===== src/design/lleval_pkg.sv =====
// Shared constants, codes and handshake structs for the Leja Lagrange basis evaluator.
package lleval_pkg;

    localparam int NODE_COUNT = 64;
    localparam int FRAC_BITS  = 24;
    localparam int IDX_W      = $clog2(NODE_COUNT);
    localparam int INT_BITS   = 32 - FRAC_BITS;
    localparam int DIV_STEPS  = 32;
    localparam int CNT_W      = $clog2(DIV_STEPS);
    localparam int PM_W       = 64 - FRAC_BITS;

    localparam logic [31:0] FIX_ONE   = 32'd1 << FRAC_BITS;
    localparam logic [31:0] POS_LIMIT = 32'h7FFF_FFFF;
    localparam logic [31:0] NEG_LIMIT = 32'h8000_0000;

    localparam logic OP_LOAD = 1'b0;
    localparam logic OP_EVAL = 1'b1;

    localparam logic [1:0] STATUS_OK       = 2'd0;
    localparam logic [1:0] STATUS_SAT      = 2'd1;
    localparam logic [1:0] STATUS_ZERO_DEN = 2'd2;

    typedef struct packed {
        logic accept;
        logic sel_k;
        logic cap_nodek;
        logic cap_term;
        logic div_init;
        logic div_step;
        logic q_clamp;
        logic mul;
        logic acc;
        logic zero_den;
        logic commit;
    } cmd_t;

    typedef struct packed {
        logic k_zero;
        logic den_zero;
        logic big;
        logic div_last;
        logic term_last;
    } dp_status_t;

endpackage


===== src/design/lleval_ctrl.sv =====
// Controller state machine: sequences node reads, division steps, multiply and output handoff.
module lleval_ctrl (
    input  logic                   clk,
    input  logic                   rst_n,
    input  logic                   in_valid,
    output logic                   in_stall,
    input  logic                   operation,
    output logic                   out_valid,
    input  logic                   out_stall,
    input  lleval_pkg::dp_status_t st,
    output lleval_pkg::cmd_t       cmd
);

    typedef enum logic [10:0] {
        S_IDLE  = 11'b00000000001,
        S_RDK   = 11'b00000000010,
        S_WAITK = 11'b00000000100,
        S_RDI   = 11'b00000001000,
        S_CHK   = 11'b00000010000,
        S_PRE   = 11'b00000100000,
        S_DIV   = 11'b00001000000,
        S_QCL   = 11'b00010000000,
        S_MUL   = 11'b00100000000,
        S_ACC   = 11'b01000000000,
        S_FIN   = 11'b10000000000
    } state_t;

    state_t state_reg, state_next;
    logic   out_valid_reg, out_valid_next;

    always_comb
    begin
        cmd            = '0;
        state_next     = state_reg;
        out_valid_next = out_valid_reg;
        if (out_valid_reg && !out_stall)
        begin
            out_valid_next = 1'b0;
        end

        case (state_reg)
            S_IDLE:
            begin
                if (in_valid)
                begin
                    cmd.accept = 1'b1;
                    state_next = (operation == lleval_pkg::OP_LOAD) ? S_FIN : S_RDK;
                end
            end
            S_RDK:
            begin
                cmd.sel_k  = 1'b1;
                state_next = S_WAITK;
            end
            S_WAITK:
            begin
                cmd.cap_nodek = 1'b1;
                state_next    = st.k_zero ? S_FIN : S_RDI;
            end
            S_RDI:
            begin
                state_next = S_CHK;
            end
            S_CHK:
            begin
                cmd.cap_term = 1'b1;
                state_next   = S_PRE;
            end
            S_PRE:
            begin
                if (st.den_zero)
                begin
                    cmd.zero_den = 1'b1;
                    state_next   = S_FIN;
                end
                else
                begin
                    cmd.div_init = 1'b1;
                    state_next   = S_DIV;
                end
            end
            S_DIV:
            begin
                if (st.big)
                begin
                    state_next = S_QCL;
                end
                else
                begin
                    cmd.div_step = 1'b1;
                    if (st.div_last)
                    begin
                        state_next = S_QCL;
                    end
                end
            end
            S_QCL:
            begin
                cmd.q_clamp = 1'b1;
                state_next  = S_MUL;
            end
            S_MUL:
            begin
                cmd.mul    = 1'b1;
                state_next = S_ACC;
            end
            S_ACC:
            begin
                cmd.acc    = 1'b1;
                state_next = st.term_last ? S_FIN : S_RDI;
            end
            S_FIN:
            begin
                if (!out_valid_reg || !out_stall)
                begin
                    cmd.commit     = 1'b1;
                    out_valid_next = 1'b1;
                    state_next     = S_IDLE;
                end
            end
            default:
            begin
                state_next = S_IDLE;
            end
        endcase
    end

    always_ff @(posedge clk or negedge rst_n)
    begin
        if (!rst_n)
        begin
            state_reg     <= S_IDLE;
            out_valid_reg <= 1'b0;
        end
        else
        begin
            state_reg     <= state_next;
            out_valid_reg <= out_valid_next;
        end
    end

    assign in_stall  = (state_reg != S_IDLE);
    assign out_valid = out_valid_reg;

endmodule


===== config.mk =====
export PLATFORM = sky130hd
export DESIGN_NAME = lleval_ctrl
export DESIGN_NICKNAME = d
export VERILOG_FILES = /design/src/design/lleval_pkg.sv /design/src/design/lleval_ctrl.sv
export SDC_FILE = /design/constraint.sdc
export NUM_CORES = 1
export LEC_CHECK = 0
export ABC_CLOCK_PERIOD_IN_PS = 1800
export BUFFER_PORTS_ARGS = -buffer_cell sky130_fd_sc_hd__buf_4
export CAP_MARGIN = 0
export CORE_MARGIN = 8
export CORE_UTILIZATION = 25
export DETAILED_ROUTE_END_ITERATION = 7
export PLACE_DENSITY = 0.5
export SLEW_MARGIN = 5
export SYNTH_ARGS = -nofsm -noshare
export SYNTH_HDL_FRONTEND = slang
export SYNTH_SLANG_ARGS = --single-unit

===== constraint.sdc =====
create_clock -name clk -period 1.8 [get_ports clk]
set_input_delay 0.36 -clock clk [delete_from_list [all_inputs] [get_ports clk]]
set_output_delay 0.36 -clock clk [all_outputs]
set_load 0.02 [all_outputs]

Word level (Yosys, flattened, before mapping)
Index checks and enable logic that the tools add are counted.

word-level totals
  register bits after elaboration = 12
  bits of input ports = 10
  output and inout port bits = 13
  word-level logic and storage cells = 50

cells by class
  equal/unequal tests = 15
  multiplexer cells = 28
  reduce and logical (&&, ||, !) cells = 5

operator list
  cell                  number
  $pmux 11 s11          1
  $mux 11               8
  $mux 1                19
  $eq 11x1->1 const B   1
  $eq 11x10->1 const B  1
  $eq 11x11->1 const B  1
  $eq 11x2->1 const B   1
  $eq 11x3->1 const B   1
  $eq 11x4->1 const B   1
  $eq 11x5->1 const B   1
  $eq 11x6->1 const B   1
  $eq 11x7->1 const B   1
  $eq 11x8->1 const B   1
  $eq 11x9->1 const B   1
  $ne 11x1->1 const B   1
  $ne 2x2->1 const B    2
  $ne 3x3->1 const B    1
  $reduce_and 3->1      1
  $logic_not 1->1       2
  $logic_and 1x1->1     1
  $logic_or 1x1->1      1

Longest topological paths before layout
Gate-level depths: netlist (run 1).

  depth after elaboration = 5
  gate-level depth with buffers = 6
  mapped depth without buffers = 6

Least setup slack after synthesis (run 1)
OpenSTA, ideal clock, no wires.

  kind = flip-flop to output port
  start point = register state_reg[3]
  end point = output cmd[4] (netlist name)
  data arrival time = 1727 ps
  data required time = 1440 ps
  slack = -287 ps
  cell stages (with the launch flop) = 4
  buffers on the path = 0
  cell sequence = dfrtp_1 > nor4_2 > nand2_1 > nor4_1

RTL lines
  what                    line                RTL
  from (decl)             lleval_ctrl.sv:28   state_t state_reg, state_next;
  from (signal assigned)  lleval_ctrl.sv:137  state_reg <= state_next;
  to (decl)               lleval_ctrl.sv:11   output lleval_pkg::cmd_t cmd

==> impl_results.md, run 1 <==
- Largest net degree at the start of global routing: 13
- Count of different cell masters after synthesis: 39
- Max Cap Viol: 0
- Slowest CP cell: or4_4
- Util after Layout: 0.530
- Wire per inst: 14.6 um
- Critical Path Source Type: flip-flop
- Top Ports: 23
- Worst Path Required: 1440 ps
- Post-synthesis average cell area: 9.78 um^2
- CP Class: reg2out
- FILL cells: 293
- IO Port Bufs: 22
- Initial DRC Count: 26
- FMAX: 468 MHz
- Vias: 945
- Hold WC Path Type: in2reg
- Yosys warnings: 0
- CTS max path bufs: 2
- Slew HR: 0.684
- Detail Route Antenna Nets: 0
- Final nets: 162
- CP Cell Sequence: or4_4 -> nor4_4 -> buf_4
- Worst-Skew Late Latency: 280 ps
- Placer Congestion: 0.862
- Clock Tree Root: clkbuf_4
- Post-route clock period utilization: 1.19
- Vias per cell: 4.85
- HPWL after DPL: 1990 um
- Overall power: 1.48 mW
- CP top delay family: simple AND/OR/NAND/NOR gates
- Starting Density: 0.263
- Post-synth EDFFs: 0
- PnR worst setup slack: -335 ps
- CTS Sinks: 12
- Ant diodes: 0
- WP buf/inv: 1
- Num CTS Buffers: 3
- Flops & latches, synth: 12
- Commonest cells after routing, fill and taps aside: buf_4 (47), buf_6 (18), dfrtp_2 (6)
- Synth Instances: 82
- Worst EP arrival: 1780 ps
- Area growth syn-to-layout: 102%
- Die H: 72.6 um
- Slew Limit Fails: 0
- CP max stage delay: 540 ps
- H-tree level count: 1
- IR drop worst, VDD: 0.772 mV
- Share of cells above drive strength 1: 0.682
- RSZ-0062 raised after global routing: yes
- Status: complete, but fails checks
- Vias in the first global route: 960
- First-pass GRT wire length: 4350 um
- Worst Skew: 17.3 ps
- Minimum clock period: 2140 ps
- Cell area after synthesis: 802 um^2
- Syn_nets: 92
- Row count: 20
- Cell area power density: 918 nW/um^2
- Iteration count of the initial detailed-routing pass: 4
- Synth async-reset ratio: 1.00
- Worst slew pin tran: 470 ps
- Clk slew on worst S/H paths: 90 ps
- Sequential fraction of the synthesis area: 0.376
- Overall Global Routing Usage: 0.104
- Most common cell after layout, fill and taps aside: buf_4
- Pleak: 0.737 nW
- Chip width: 72.6 um
- Failing checks: setup timing
- Area of the die: 5280 um^2
- Initial antenna violation count: 0
- Hold Violations, Final: 0
- Max reg flops: 11
- Ys flop type: dfrtp_1
- Core footprint: 3050 um^2
- GRT overflow: 0
- Worst Setup End Kind: primary output
- CTS tree: built
- # setup viols final: 15
- Number of remaining DRC errors: 0
- Max FO, Critical Path: 4
- Total Wirelength: 2850 um
layer usage:
| metal | up-vias | part of all wire | track usage |
|---|---|---|---|
| li1 | 460 | - | - |
| met1 | 454 | 0.44 | 0.133 |
| met2 | 29 | 0.48 | 0.159 |
| met3 | 2 | 0.070 | 0.0330 |
| met4 | 0 | 0.011 | 0.0378 |
| met5 | - | 0 | 0 |
cell families after synthesis:
| family | after synthesis | share of synthesized area |
|---|---|---|
| and+or+nand+nor | 54 | 0.485 |
| DFF | 12 | 0.376 |
| xor gates and xnor gates | 1 | 0.0109 |
| AOI/OAI and AO/OA | 10 | 0.103 |
| buffers and inverters | 5 | 0.0249 |
area by class of cell:
type                            count  area, um^2  share of cell area
Clock buffer                        4        36.3              0.0224
Timing Repair Buffer               66         566               0.350
Inverter                            4        15.0             0.00929
Tap cell                           44        55.1              0.0341
Multi-Input combinational cell     65         636               0.393
Sequential cell                    12         309               0.191
through the flow:
step	setup TNS (ps)	worst slack (ps)	instance area (um^2)	hold WS [ps]	cells
2_1_floorplan	-92.9	-92.9	827	64.4	82
3_3_place_gp	-22.0	-15.9	1200	215	168
3_5_place_dp	-205	-70.5	1200	210	168
4_1_cts	-3510	-344	1450	290	185
5_1_grt	-4460	-410	1620	309	195
6_report	-3170	-335	1620	296	195
synth_stat cells (2+ instances only):
cell type  number  area (um^2)
nor2_1          8         30.0
nor2b_1         4         25.0
and4_1          3         26.3
dfrtp_1        11          275
or3_1           2         12.5
inv_1           3         11.3
or2_1           2         12.5
or4b_1          4         40.0
nor4_2          2         25.0
nor3_1          6         30.0
or4_4           2         22.5
nor4_1          5         31.3
nor4_4          2         42.5
nand2_1         3         11.3
worst reg2reg max path: stages (launching register included):
cell	delay [ps]
dfrtp_2	450
or4_4	540
buf_4	160
buf_6	100
buf_6	100
nor4_4	290
buf_4	170
buf_4	110
nor3_1	50
report_power, final:
part	internal (mW)	total [mW]	leakage [nW]	switching (mW)
Clock	0.123	0.220	0.0210	0.0967
Sequential	0.317	0.379	0.153	0.0625
Combinational	0.480	0.885	0.563	0.405
Total	0.919	1.48	0.737	0.564
final timing paths:
path                                             to  slack [ps]  cells past startpoint                 startpoint
min                             out_valid$_DFF_PN0_         300                      3                  out_stall
max reg2reg                state_reg[7]$_DFFE_PN0P_        -290                      8   state_reg[3]$_DFFE_PN0P_
max in group asynchronous  state_reg[0]$_DFFE_PN1P_        1100                      2                      rst_n
min reg2reg                state_reg[4]$_DFFE_PN0P_         500                      1  state_reg[10]$_DFFE_PN0P_
max                                          cmd[1]        -340                      3   state_reg[3]$_DFFE_PN0P_
min in group asynchronous  state_reg[8]$_DFFE_PN0P_         440                      2                      rst_n
repair_timing:
| item | CTS | global route |
|---|---|---|
| hold endpoints to repair | 11 | 0 |
| setup endpoints to repair | 13 | 15 |
| pin swaps | 12 | 11 |
| hold buffers | 1 | 0 |
| gates resized for setup | 25 | 24 |
| buffers inserted | 14 | 10 |
No activity file was read; power rests on OpenSTA's default activity.
==> inputs of run 2 (changes only) <==
--- a/config.mk
+++ b/config.mk
@@ -12,6 +12,7 @@
 export CORE_UTILIZATION = 25
 export DETAILED_ROUTE_END_ITERATION = 7
 export PLACE_DENSITY = 0.5
+export REMOVE_ABC_BUFFERS = 1
 export SLEW_MARGIN = 5
 export SYNTH_ARGS = -nofsm -noshare
 export SYNTH_HDL_FRONTEND = slang
==> constraint.sdc (replaced) <==
create_clock -name clk -period 1.8 [get_ports clk]
set_input_delay 0.36 -clock clk [delete_from_list [all_inputs] [get_ports clk]]
set_output_delay 0.36 -clock clk [all_outputs]
set_load 0.05 [all_outputs]
==> impl_results.md, run 2 (synthesis results as in run 1) <==
- Status: complete, but fails checks
- Failing checks: setup timing
- CTS tree: built
- Vias: 936 (-0.95%)
- Clock Tree Root: clkbuf_4
- Total Wirelength: 3030 um (+6.5%)
- Most common cell after layout, fill and taps aside: buf_4
- FILL cells: 297 (+1.4%)
- GRT overflow: 0 (unchanged)
- Commonest cells after routing, fill and taps aside: buf_4 (43), buf_6 (14), nor2_1 (6), dfrtp_2 (6)
- Area of the die: 5280 um^2 (unchanged)
- Worst Skew: 2.57 ps (-14.8 ps)
- Final nets: 159 (-1.9%)
- Worst slack, placed: -121 ps (-50.1 ps)
- IR drop worst, VDD: 0.795 mV (+3.0%)
- Starting Density: 0.263 (unchanged)
- Wire per inst: 15.8 um (+8.1%)
- Initial antenna violation count: 0 (unchanged)
- # setup viols final: 15 (unchanged)
- Critical Path Source Type: flip-flop
- Worst setup endpoint: cmd[1]
- Util after Layout: 0.539 (+0.00943)
- R2R Setup Slk: -200 ps (+90 ps)
- Row count: 20 (unchanged)
- Ant diodes: 0 (unchanged)
- Hold WC Path Type: in2reg
- Crit path from: state_reg[0]$_DFFE_PN1P_
- PnR worst setup slack: -363 ps (-27.7 ps)
- CP Cell Sequence: or4_4 -> nor4_4 -> buf_6
- Core footprint: 3050 um^2 (unchanged)
- Minimum clock period: 2160 ps (+27.7 ps)
- Sw Share: 0.421 (+0.0406)
- Largest net degree at the start of global routing: 13 (unchanged)
- Worst r2r dst: state_reg[0]$_DFFE_PN1P_
- First-pass GRT wire length: 4750 um (+9.1%)
- Overall power: 1.69 mW (+14%)
- Worst-Skew Late Latency: 280 ps (about the same)
- Vias per cell: 4.88 (+0.60%)
- Worst EP arrival: 1800 ps (+20 ps)
- Share of cells above drive strength 1: 0.709 (+0.0273)
- CTS Sinks: 12 (unchanged)
- IO Port Bufs: 22 (unchanged)
- Sw power: 0.712 mW (+26%)
- Pleak: 0.733 nW (-0.46%)
- Sequential Power Share: 0.225 (-0.030)
- CTS max path bufs: 2 (unchanged)
- Max FO, Critical Path: 5 (+1)
- Max Cap Viol: 0 (unchanged)
- RSZ-0062 raised after global routing: yes
- Area growth syn-to-layout: 105%
- Detail Route Antenna Nets: 0 (unchanged)
- Overall Global Routing Usage: 0.115 (+0.0111)
- Vias in the first global route: 990 (+3.1%)
- Initial DRC Count: 15 (-42%)
- Post-route clock period utilization: 1.20 (+0.0154)
- HPWL after DPL: 1990 um (about the same)
- CP max stage delay: 580 ps (+40 ps)
- Worst Path Required: 1440 ps (about the same)
- Slowest CP cell: or4_4
- Iteration count of the initial detailed-routing pass: 4 (unchanged)
- Max reg flops: 11 (unchanged)
- Clock Power Share: 0.133 (-0.015)
- Die H: 72.6 um (unchanged)
- Clk slew on worst S/H paths: 80 ps (about the same)
- Slew Limit Fails: 0 (unchanged)
- Placer Congestion: 0.842 (-2.4%)
- Slew HR: 0.697 (+0.0134)
- Number of remaining DRC errors: 0 (unchanged)
- Reg2Reg Depth: 5 (-3)
- Worst r2r src: state_reg[0]$_DFFE_PN1P_
- CP Class: reg2out
- Worst Setup End Kind: primary output
- Top Ports: 23 (unchanged)
- Worst slew pin tran: 447 ps (-22.8 ps)
- Cell area power density: 1030 nW/um^2 (+12%)
- Chip width: 72.6 um (unchanged)
- H-tree level count: 1 (unchanged)
- Comb pwr share: 0.641 (+0.044)
- Num CTS Buffers: 3 (unchanged)
- P_int: 0.980 mW (+6.6%)
- Hold Violations, Final: 0 (unchanged)
- FMAX: 462 MHz (-1.3%)
run 2: cell count changes in the layout (fill, tap and decap cells not counted), moves of 2 or more:
cell | previous run | this run
buf_8 | 0 | 5
buf_6 | 18 | 14
nor4_1 | 4 | 2
nor4_2 | 0 | 2
buf_4 | 47 | 43
run 2: routing by layer:
layer	share of wire	global-route usage
met2	0.50	0.195
met1	0.41	0.133
met3	0.062	0.0330
met5	0	0
met4	0.020	0.0444
run 2: final cells by class:
cell class | instances | area (um^2) | share of cell area
Sequential cell | 12 | 309 | 0.188
Inverter | 4 | 15.0 | 0.00913
Timing Repair Buffer | 63 | 566 | 0.344
Tap cell | 44 | 55.1 | 0.0335
Multi-Input combinational cell | 65 | 664 | 0.404
Clock buffer | 4 | 36.3 | 0.0221
run 2: worst min-delay path by stage:
stage               startpoint  slack [ps]                  end  depth (start not counted)
floorplan                rst_n          60  out_valid$_DFF_PN0_                          0
global placement         rst_n         210  out_valid$_DFF_PN0_                          1
detailed placement       rst_n         210  out_valid$_DFF_PN0_                          1
CTS                  out_stall         280  out_valid$_DFF_PN0_                          3
global route         out_stall         280  out_valid$_DFF_PN0_                          3
finish               out_stall         280  out_valid$_DFF_PN0_                          3
run 2: through the flow:
stage                     std cells  hold WS [ps]  cell area (um^2)  setup TNS (ps)
after detailed placement        176           215              1230            -851
after global routing            192           282              1650           -4920
after floorplan                  81          64.4               797           -6290
final                           192           282              1650           -3960
after global placement          176           213              1230            -566
after CTS                       186           278              1530           -3840
run 2: repair_timing:
| item | CTS | global route |
|---|---|---|
| hold buffers | 1 | 0 |
| setup endpoints to repair | 14 | 16 |
| pin swaps | 14 | 12 |
| hold endpoints to repair | 11 | 0 |
| resized for setup | 49 | 17 |
| setup buffers | 8 | 7 |
run 2: worst max-delay path, delay by kind of cell, from the launching register on:
family                 cells  cell delay [ps]
and+or+nand+nor            2              900
buffers and inverters      1              200
DFF                        1              420
run 2: power groups by stage:
stage	clock network, mW	logic, mW	registers, mW
2_1_floorplan	0	0.386	0.397
3_3_place_gp	0	0.720	0.369
3_5_place_dp	0	0.723	0.372
4_1_cts	0.233	0.879	0.375
5_1_grt	0.247	1.15	0.386
6_report	0.225	1.09	0.382
==> inputs of run 3 (changes only) <==
--- a/config.mk
+++ b/config.mk
@@ -5,6 +5,7 @@
 export SDC_FILE = /design/constraint.sdc
 export NUM_CORES = 1
 export LEC_CHECK = 0
+export ABC_AREA = 1
 export ABC_CLOCK_PERIOD_IN_PS = 1800
 export BUFFER_PORTS_ARGS = -buffer_cell sky130_fd_sc_hd__buf_4
 export CAP_MARGIN = 0
==> impl_results.md, run 3 <==
- Overall Global Routing Usage: 0.0899 (-0.0254)
- Worst-Skew Late Latency: 240 ps (-40 ps)
- Hold WS: 322 ps (+40.2 ps)
- Slew Limit Fails: 0 (unchanged)
- CP top delay family: simple AND/OR/NAND/NOR gates
- Top-count cell post-synth: nand2_1
- P_int: 0.866 mW (-12%)
- Vias per cell: 4.27 (-12%)
- CTS tree: built
- Flops & latches, synth: 12 (unchanged)
- Max Cap Viol: 0 (unchanged)
- R2R Setup Slk: 190 ps (+390 ps)
- RSZ-0062 raised after global routing: yes
- CTS Sinks: 12 (unchanged)
- Chip width: 77.1 um (+6.2%)
- Sw power: 0.775 mW (+8.8%)
- Area of the die: 5950 um^2 (+13%)
- Num CTS Buffers: 3 (unchanged)
- Row count: 22 (+10%)
- CP max stage delay: 440 ps (-140 ps)
- H-tree level count: 1 (unchanged)
- Worst slew pin tran: 364 ps (-83.3 ps)
- Post-route clock period utilization: 1.04 (-0.167)
- # setup viols final: 8 (-7)
- Max reg flops: 11 (unchanged)
- Share of cells above drive strength 1: 0.453 (-0.257)
- Final nets: 190 (+19%)
- Worst Setup End Kind: primary output
- Placer Congestion: 0.784 (-6.9%)
- FMAX: 537 MHz (+16%)
- Clock Tree Root: clkbuf_8
- Failing checks: setup timing
- Sw Share: 0.472 (+0.0514)
- CP Cell Sequence: inv_2 -> nand2_4 -> nor2_4 -> nand2_2 -> nor2_2 -> buf_6
- Critical Path Source Type: flip-flop
- Post-synthesis average cell area: 6.63 um^2 (-32%)
- Synth async-reset ratio: 1.00 (unchanged)
- Slowest CP cell: dfrtp_1
- Comb pwr share: 0.596 (-0.045)
- Iteration count of the initial detailed-routing pass: 4 (unchanged)
- Most common cell after layout, fill and taps aside: nand2_1
- Worst r2r dst: state_reg[7]$_DFFE_PN0P_
- Slew HR: 0.756 (+0.0584)
- GRT overflow: 0 (unchanged)
- IR drop worst, VDD: 0.772 mV (-2.9%)
- Worst Skew: 4.22 ps (+1.65 ps)
- Pleak: 0.794 nW (+8.2%)
- Commonest cells after routing, fill and taps aside: nand2_1 (33), buf_4 (23), inv_1 (22)
- Count of different cell masters after synthesis: 19 (-51%)
- CP Class: reg2out
- HPWL after DPL: 2080 um (+4.4%)
- Starting Density: 0.257 (-0.00547)
- Ys flop type: dfrtp_1
- Minimum clock period: 1860 ps (-300 ps)
- Synth Instances: 141 (+72%)
- Worst setup endpoint: cmd[6]
- Core footprint: 3630 um^2 (+19%)
- Worst r2r src: state_reg[3]$_DFFE_PN0P_
- Die H: 77.1 um (+6.2%)
- Top post-synthesis cells by area: dfrtp_1 (29%), nand2_1 (15%), inv_1 (11%)
- First-pass GRT wire length: 4420 um (-6.8%)
- Largest net degree at the start of global routing: 13 (unchanged)
- Worst slack, placed: 180 ps (+301 ps)
- CTS max path bufs: 2 (unchanged)
- IO Port Bufs: 22 (unchanged)
- PnR worst setup slack: -63.0 ps (+300 ps)
- Sequential Power Share: 0.220 (-0.005)
- Area growth syn-to-layout: 51.8%
- Top Ports: 23 (unchanged)
- Yosys warnings: 0 (unchanged)
- Detail Route Antenna Nets: 0 (unchanged)
- Yosys top cell area share: 0.295 (-0.0487)
- Sequential fraction of the synthesis area: 0.323 (-0.0534)
- Total stage count of the critical path: 6 (+3)
- Cell area power density: 1160 nW/um^2 (+12%)
- Crit path from: state_reg[9]$_DFFE_PN0P_
- Worst Path Required: 1440 ps (about the same)
- Vias: 970 (+3.6%)
- Overall power: 1.64 mW (-3.0%)
- Ant diodes: 0 (unchanged)
- Clock Power Share: 0.184 (+0.051)
- Status: complete, but fails checks
- Worst EP arrival: 1500 ps (-300 ps)
- Max FO, Critical Path: 5 (unchanged)
- Final instance area: 1420 um^2 (-14%)
- Cell area after synthesis: 935 um^2 (+17%)
- Reg2Reg Depth: 11 (+6)
- Fin cells: 227 (+18%)
- Total Wirelength: 2720 um (-10%)
- Vias in the first global route: 987 (-0.30%)
- Wire per inst: 12.0 um (-24%)
- Placed Area: 1160 um^2 (-6.1%)
- Yosys top cell by area: dfrtp_1
- Clk slew on worst S/H paths: 60 ps (-20 ps)
- Cells after DPL: 211 (+20%)
- Number of remaining DRC errors: 0 (unchanged)
- WP buf/inv: 2 (+1)
- Initial DRC Count: 21 (+6)
- Initial antenna violation count: 0 (unchanged)
- Synth cell count leaders: nand2_1 (37), inv_1 (27), nor2_1 (19), dfrtp_1 (11), nand3_1 (10)
- Hold Violations, Final: 0 (unchanged)
- Post-synth EDFFs: 0 (unchanged)
- Hold WC Path Type: in2reg
## run 3: cell count changes after synthesis, sizes merged, moves of 4 or more
| cell | previous run | this run |
|---|---|---|
| or4b | 4 | 0 |
| nor2 | 8 | 32 |
| nor4 | 9 | 2 |
| nand2 | 3 | 44 |
| nand3 | 2 | 13 |
| nor2b | 5 | 0 |
| inv | 4 | 29 |
## run 3: final cells by class
| cell class | count | area [um^2] |
|---|---|---|
| flip-flops and latches | 12 | 303 |
| clock buffers | 4 | 55.1 |
| repair buffers | 34 | 318 |
| well taps | 48 | 60.1 |
| multi-input cells | 100 | 574 |
| fillers | 391 | 2210 |
| inverters | 29 | 109 |
## run 3: stage by stage
step	util	setup TNS (ps)
2_1_floorplan	-	-1130
3_3_place_gp	0.319	0
3_5_place_dp	0.319	0
4_1_cts	0.362	-147
5_1_grt	0.390	-802
6_report	0.390	-265
## run 3: logic make-up after synthesis
family	share of synthesized area
compound gates	0.0214
flops	0.323
buf+inv	0.116
simple gates	0.539
## run 3: worst min path at each step
stage,from,endpoint,slack [ps],depth (start not counted)
final,st[0],state_reg[3]$_DFFE_PN0P_,320,2
after global routing,st[0],state_reg[3]$_DFFE_PN0P_,340,2
after CTS,st[0],state_reg[3]$_DFFE_PN0P_,320,2
after detailed placement,rst_n,out_valid$_DFF_PN0_,210,1
after global placement,rst_n,out_valid$_DFF_PN0_,210,1
after floorplan,rst_n,out_valid$_DFF_PN0_,60,0
## run 3: layer usage
metal,part of all wire,track usage,wire (um)
met2,0.48,0.145,1300
met1,0.47,0.112,1270
met5,0,0,0
met3,0.040,0.0186,108
met4,0.014,0.0396,38
## run 3: power by group through the flow
stage | Sequential (mW) | Clock, mW | Combinational [mW]
2_1_floorplan | 0.394 | 0 | 0.596
3_3_place_gp | 0.360 | 0 | 0.816
3_5_place_dp | 0.363 | 0 | 0.824
4_1_cts | 0.360 | 0.310 | 0.897
5_1_grt | 0.366 | 0.320 | 1.05
6_report | 0.361 | 0.302 | 0.978
## run 3: what timing repair did
action,4_1_cts,5_1_grt
hold endpoints to repair,11,0
pin swaps,9,8
resized for setup,21,16
hold buffers,1,0
endpoints found under the setup margin,11,12
setup buffers,4,7
## run 3: worst reg2reg max path: cells and delay by family (launching register included)
family                 cells  cell delay [ps]
flip-flops                 1              410
AND/OR/NAND/NOR            8              820
buffers and inverters      3              330
